### config.mk
export PLATFORM = sky130hd
export DESIGN_NAME = csor_div
export DESIGN_NICKNAME = d
export VERILOG_FILES = /design/src/sv/csor_pkg.sv /design/src/sv/csor_div.sv
export SDC_FILE = /design/constraint.sdc
export NUM_CORES = 1
export LEC_CHECK = 0
export ABC_AREA = 1
export BUFFER_PORTS_ARGS = -buffer_cell sky130_fd_sc_hd__buf_2
export CAP_MARGIN = 10
export CORE_ASPECT_RATIO = 0.75
export CORE_MARGIN = 8
export CORE_UTILIZATION = 25
export CTS_CLUSTER_SIZE = 25
export DETAILED_ROUTE_END_ITERATION = 10
export PLACE_DENSITY = 0.39
export SETUP_SLACK_MARGIN = 0.15
export SYNTH_ARGS = -nofsm -noshare
export SYNTH_HDL_FRONTEND = slang
export SYNTH_SLANG_ARGS = --single-unit
### constraint.sdc
create_clock -name i_clk -period 7.19 [get_ports i_clk]
set_input_delay 0.719 -clock i_clk [delete_from_list [all_inputs] [get_ports i_clk]]
set_output_delay 0.719 -clock i_clk [all_outputs]
set_load 0.03 [all_outputs]
### src/sv/csor_pkg.sv
// shared types, constants and saturating fixed-point helpers of the cell update
package csor_pkg;

    localparam int GRID_CELLS_DEF = 4096;
    localparam int DIV_BITS       = 48;
    localparam int PADDR_W        = 4;

    localparam logic [1:0] REG_ROW_LENGTH   = 2'd0;
    localparam logic [1:0] REG_CELL_COUNT   = 2'd1;
    localparam logic [1:0] REG_RELAX_FACTOR = 2'd2;
    localparam logic [1:0] REG_CHARGE_COEF  = 2'd3;

    localparam logic [12:0] ROW_LENGTH_RST   = 13'd64;
    localparam logic [12:0] CELL_COUNT_RST   = 13'd4096;
    localparam logic [16:0] RELAX_FACTOR_RST = 17'd127795;
    localparam logic signed [31:0] CHARGE_COEF_RST = 32'sd65536;

    localparam logic signed [31:0] Q_ONE   = 32'sd65536;
    localparam logic signed [31:0] S32_MAX = 32'sh7FFFFFFF;
    localparam logic signed [31:0] S32_MIN = 32'sh80000000;

    typedef struct packed {
        logic        operation;
        logic [11:0] cell_index;
        logic signed [31:0] load_value;
        logic [30:0] radial_step_down;
        logic [30:0] radial_step_up;
        logic [30:0] axial_step_down;
        logic [30:0] axial_step_up;
        logic [30:0] radius;
        logic signed [31:0] impurity;
        logic        fixed_cell;
        logic        clamp_mode;
    } t_in_item;

    typedef struct packed {
        logic signed [31:0] new_potential;
        logic        depleted;
        logic        skipped;
    } t_out_item;

    typedef struct packed {
        logic        start;
        logic        shift;
        logic signed [31:0] a;
        logic signed [31:0] b;
    } t_div_req;

    typedef struct packed {
        logic        done;
        logic signed [31:0] q;
        logic [31:0] rem;
    } t_div_rsp;

    localparam logic OP_LOAD  = 1'b0;
    localparam logic OP_RELAX = 1'b1;

    function automatic logic signed [31:0] qadd(logic signed [31:0] a, logic signed [31:0] b);
        logic signed [32:0] s;
        s = 33'(a) + 33'(b);
        if (s > 33'sd2147483647)       return S32_MAX;
        else if (s < -33'sd2147483648) return S32_MIN;
        else                           return s[31:0];
    endfunction

    function automatic logic signed [31:0] qsub(logic signed [31:0] a, logic signed [31:0] b);
        logic signed [32:0] s;
        s = 33'(a) - 33'(b);
        if (s > 33'sd2147483647)       return S32_MAX;
        else if (s < -33'sd2147483648) return S32_MIN;
        else                           return s[31:0];
    endfunction

    function automatic logic signed [31:0] qmul(logic signed [31:0] a, logic signed [32:0] b);
        logic signed [64:0] p;
        logic signed [64:0] f;
        p = 65'(a) * 65'(b);
        f = p >>> 16;
        if (f > 65'sd2147483647)       return S32_MAX;
        else if (f < -65'sd2147483648) return S32_MIN;
        else                           return f[31:0];
    endfunction

endpackage

### src/sv/csor_div.sv
// shared radix-2 restoring divider, signed saturating Q16.16 quotient or plain remainder
module csor_div (
    input  logic              i_clk,
    input  logic              i_rst_n,
    input  csor_pkg::t_div_req i_req,
    output csor_pkg::t_div_rsp o_rsp
);

    localparam int CW = $clog2(csor_pkg::DIV_BITS);

    logic                r_busy;
    logic [CW-1:0]       r_cnt;
    logic                r_done;
    logic [csor_pkg::DIV_BITS-1:0] r_quo;
    logic [31:0]         r_rem;
    logic [31:0]         r_bm;
    logic                r_neg;
    logic                r_bz;
    logic                r_apos;
    logic                r_azero;

    logic [32:0] am;
    logic [32:0] bm;
    logic [32:0] rem_sh;
    logic        ge;
    logic [32:0] rem_sub;

    always_comb begin
        am      = i_req.a[31] ? -33'(i_req.a) : 33'(i_req.a);
        bm      = i_req.b[31] ? -33'(i_req.b) : 33'(i_req.b);
        rem_sh  = {r_rem, r_quo[csor_pkg::DIV_BITS-1]};
        ge      = rem_sh >= {1'b0, r_bm};
        rem_sub = rem_sh - {1'b0, r_bm};
    end

    always_ff @(posedge i_clk) begin
        if (!i_rst_n) begin
            r_busy <= 1'b0;
            r_done <= 1'b0;
            r_cnt  <= '0;
        end else begin
            if (i_req.start) begin
                r_done  <= 1'b0;
                r_busy  <= 1'b1;
                r_cnt   <= '0;
                r_rem   <= '0;
                r_bm    <= bm[31:0];
                r_neg   <= i_req.a[31] ^ i_req.b[31];
                r_bz    <= (i_req.b == '0);
                r_apos  <= !i_req.a[31] && (i_req.a != '0);
                r_azero <= (i_req.a == '0);
                r_quo   <= i_req.shift ? {am[31:0], 16'd0} : {16'd0, am[31:0]};
            end else if (r_busy) begin
                r_rem <= ge ? rem_sub[31:0] : rem_sh[31:0];
                r_quo <= {r_quo[csor_pkg::DIV_BITS-2:0], ge};
                if (r_cnt == CW'(csor_pkg::DIV_BITS - 1)) begin
                    r_busy <= 1'b0;
                    r_done <= 1'b1;
                end else begin
                    r_cnt  <= r_cnt + 1'b1;
                    r_done <= 1'b0;
                end
            end else begin
                r_done <= 1'b0;
            end
        end
    end

    always_comb begin
        o_rsp.done = r_done;
        o_rsp.rem  = r_rem;
        if (r_bz) begin
            if (r_apos)       o_rsp.q = csor_pkg::S32_MAX;
            else if (r_azero) o_rsp.q = '0;
            else              o_rsp.q = csor_pkg::S32_MIN;
        end else if (!r_neg) begin
            o_rsp.q = (r_quo > 48'h7FFFFFFF) ? csor_pkg::S32_MAX : r_quo[31:0];
        end else begin
            o_rsp.q = (r_quo > 48'h80000000) ? csor_pkg::S32_MIN : -r_quo[31:0];
        end
    end

endmodule

==> reports/qor.yml <==
avgSynthCellArea_sq_um: 6.46
cts_tree: "built"
ctsHoldBuffers: 0
yosysTopAreaCell: "edfxtp_1"
wl_um: 44500
ant_nets: 0
ys_warn_count: 0
vias_per_cell: 4.59
crit_fanout: 13
synthAdderAreaFrac: 0.0419
areaGrowthSynthToFinish_pct: 17.0
final_cell_mix: "532 x nand2_1, 297 x inv_1, 238 x nor2_1, 132 x buf_2, 116 x edfxtp_1"
cts_buffer_depth: 2
final.setup.worst_slack_ns: 3.55
postSynthCellCount: 1739
start_util: 0.253
clock_sinks: 124
htree_num_levels: 4
status: "complete, no violations"
final_cell_area_sq_mm: 0.0132
grt_pass1_vias: 10700
post_cts_resized: 0
maxSlewViolCount: 0
finalCritPeriodShare: 0.506
die_h_um: 200
crit_end: "o_rsp[50]"
p_leak_nw: 6.40
ios: 133
dpl-instance-area_sq_mm: 0.0125
antenna_found_initial: 2
r2r-end: "r_rem[2]"
final_common_cell: "nand2_1"
setup_viol_count_final: 0
die_w_um: 261
power_mw: 2.74
period_needed_ns: 3.64
rows: 67
track_usage: 0.170
max_clock_freq_mhz: 275
vias: 11300
required_ns: 6.47
drive_above_1_share: 0.111
synth_top_family_by_area: "simple AND/OR/NAND/NOR gates"
nets: 1960
critPathLaunch: "r_quo[0]"
fin_skew_ns: 0.0152
slew_headroom: 0.350
tightest_slew_ns: 0.974
max_cap_viol_count: 0
critPathArrivalTime_ns: 2.92
io_buffers: 132
synth_area_sq_mm: 0.0112
yosysSeqAreaShare: 0.324
rsz0062_at_grt: "false"
synth_compound_area_frac: 0.0732
min_path_type: "reg -> reg"
cts_root_buf: "clkbuf_16"
crit_type: "reg -> out"
ys_ff_latch: 124
p_per_area_mw_per_mm2: 208
gp_congestion: 0.898
reg2regPathDepth: 12
grt_max_degree: 60
yosysUniqueCellTypes: 43
grt_pass1_wl_um: 66600
synth-simple-area-share: 0.378
cp-end-kind: "primary output"
route.detailed.drc: 0
netlist.area_leader.share: 0.310
antennaDiodeCount: 0
syn-num-nets: 1844
die_area_sq_mm: 0.0521
cts_buffers: 17
synth_xor_area_frac: 0.0631
fillers: 5003
clkLatencyLatePin_ns: 0.44
cp-start-kind: "register"
hold_viol_final: 0
grt_overflow: 0
routedWlPerCell_um: 18.1
final_core_util: 0.295
core_area_sq_mm: 0.0445
drt-pass1-iter-count: 5
hpwlAfterDp_um: 35800
r2r_start: "r_rem[27]"
cts_setup_buffers: 0
synth.area.top_cells: "edfxtp_1 31%, nand2_1 18%, inv_1 9.9%, nor2_1 8.0%, xor2_1 5.5%"
drt_iter0_drc: 896
ir_drop_uv: 123
setup_tns_ns: 0
clk_pin_slew_ns: 0.06
reg2reg_setup_slack_ns: 4.10
dp_slack_ns: 3.99
synth.area.mux_share: 0
==> state kept, by name, summed over array words and instances (netlist names) <==
name     cells
r_bz         1
r_apos       1
r_cnt        6
r_quo       48
r_done       1
r_azero      1
r_bm        32
r_neg        1
r_rem       32
r_busy       1
==> worst max-delay path, cell delays in order, from the launching register on <==
cell	delay [ns]
edfxtp_1	0.38
inv_1	0.12
ha_1	0.27
nand3_2	0.15
nor2_4	0.18
nand2_2	0.09
nor2_2	0.12
nand2_2	0.08
nand2_1	0.43
nand4_1	0.15
a21oi_1	0.26
buf_2	0.25
==> metrics by stage <==
step / hold slack (ns) / std cells
after floorplan: 0.436 / 1739
after global placement: 0.473 / 2422
after detailed placement: 0.473 / 2422
after CTS: 0.485 / 2454
after global routing: 0.524 / 2454
final: 0.485 / 2454
==> where the power goes <==
group | switching, mW | internal (mW) | total, mW
clock network | 0.356 | 0.614 | 0.970
registers | 0.0562 | 0.869 | 0.926
logic | 0.597 | 0.247 | 0.844
==> layer usage <==
layer / up-vias / track usage / routed length (um)
li1: 5725 / - / -
met1: 5186 / 0.275 / 24500
met2: 310 / 0.221 / 16700
met3: 29 / 0.0329 / 2630
met4: 2 / 0.0387 / 582
met5: - / 0 / 13
==> area by class of cell <==
| type | instances | area [sq um] | share of cell area |
|---|---|---|---|
| clock buffer | 17 | 425 | 0.0323 |
| clock inverter | 15 | 219 | 0.0166 |
| inverter | 302 | 1130 | 0.0862 |
| multi-input combinational | 1269 | 6270 | 0.477 |
| sequential | 124 | 3640 | 0.277 |
| tap | 586 | 733 | 0.0558 |
| timing repair buffer | 141 | 728 | 0.0554 |
==> cell families after synthesis <==
| logic type | Yosys count |
|---|---|
| simple gates | 1000 |
| buf+inv | 346 |
| compound gates | 151 |
| flops | 124 |
| xor+xnor | 81 |
| fa+ha+maj | 37 |
==> cells in the mapped netlist, drive strengths merged <==
cell / count
a22oi: 11
clkbuf: 24
edfxtp: 116
xnor2: 11
a21oi: 83
nor3b: 2
o21ai: 46
a21boi: 1
nand3b: 19
and2: 5
o31ai: 2
nand4: 42
nor3: 17
o211ai: 3
nand2: 539
nor4: 3
inv: 300
xor2: 70
fa: 1
o22ai: 1
clkinv: 2
a31oi: 1
and3: 1
nor2: 250
ha: 36
buf: 20
or2: 2
nand3: 120
dfxtp: 8
o21bai: 3
==> worst min-delay path by stage <==
stage / cells past startpoint / slack [ns] / start / to
after floorplan: 2 / 0.44 / r_busy / r_done
after global placement: 2 / 0.47 / r_cnt[4] / r_cnt[4]
after detailed placement: 2 / 0.47 / r_cnt[4] / r_cnt[4]
after CTS: 2 / 0.48 / r_cnt[4] / r_cnt[4]
after global routing: 1 / 0.52 / i_req[0] / r_bm[0]
final: 2 / 0.48 / r_cnt[4] / r_cnt[4]
Note: power is estimated with default switching activity, not from simulation.
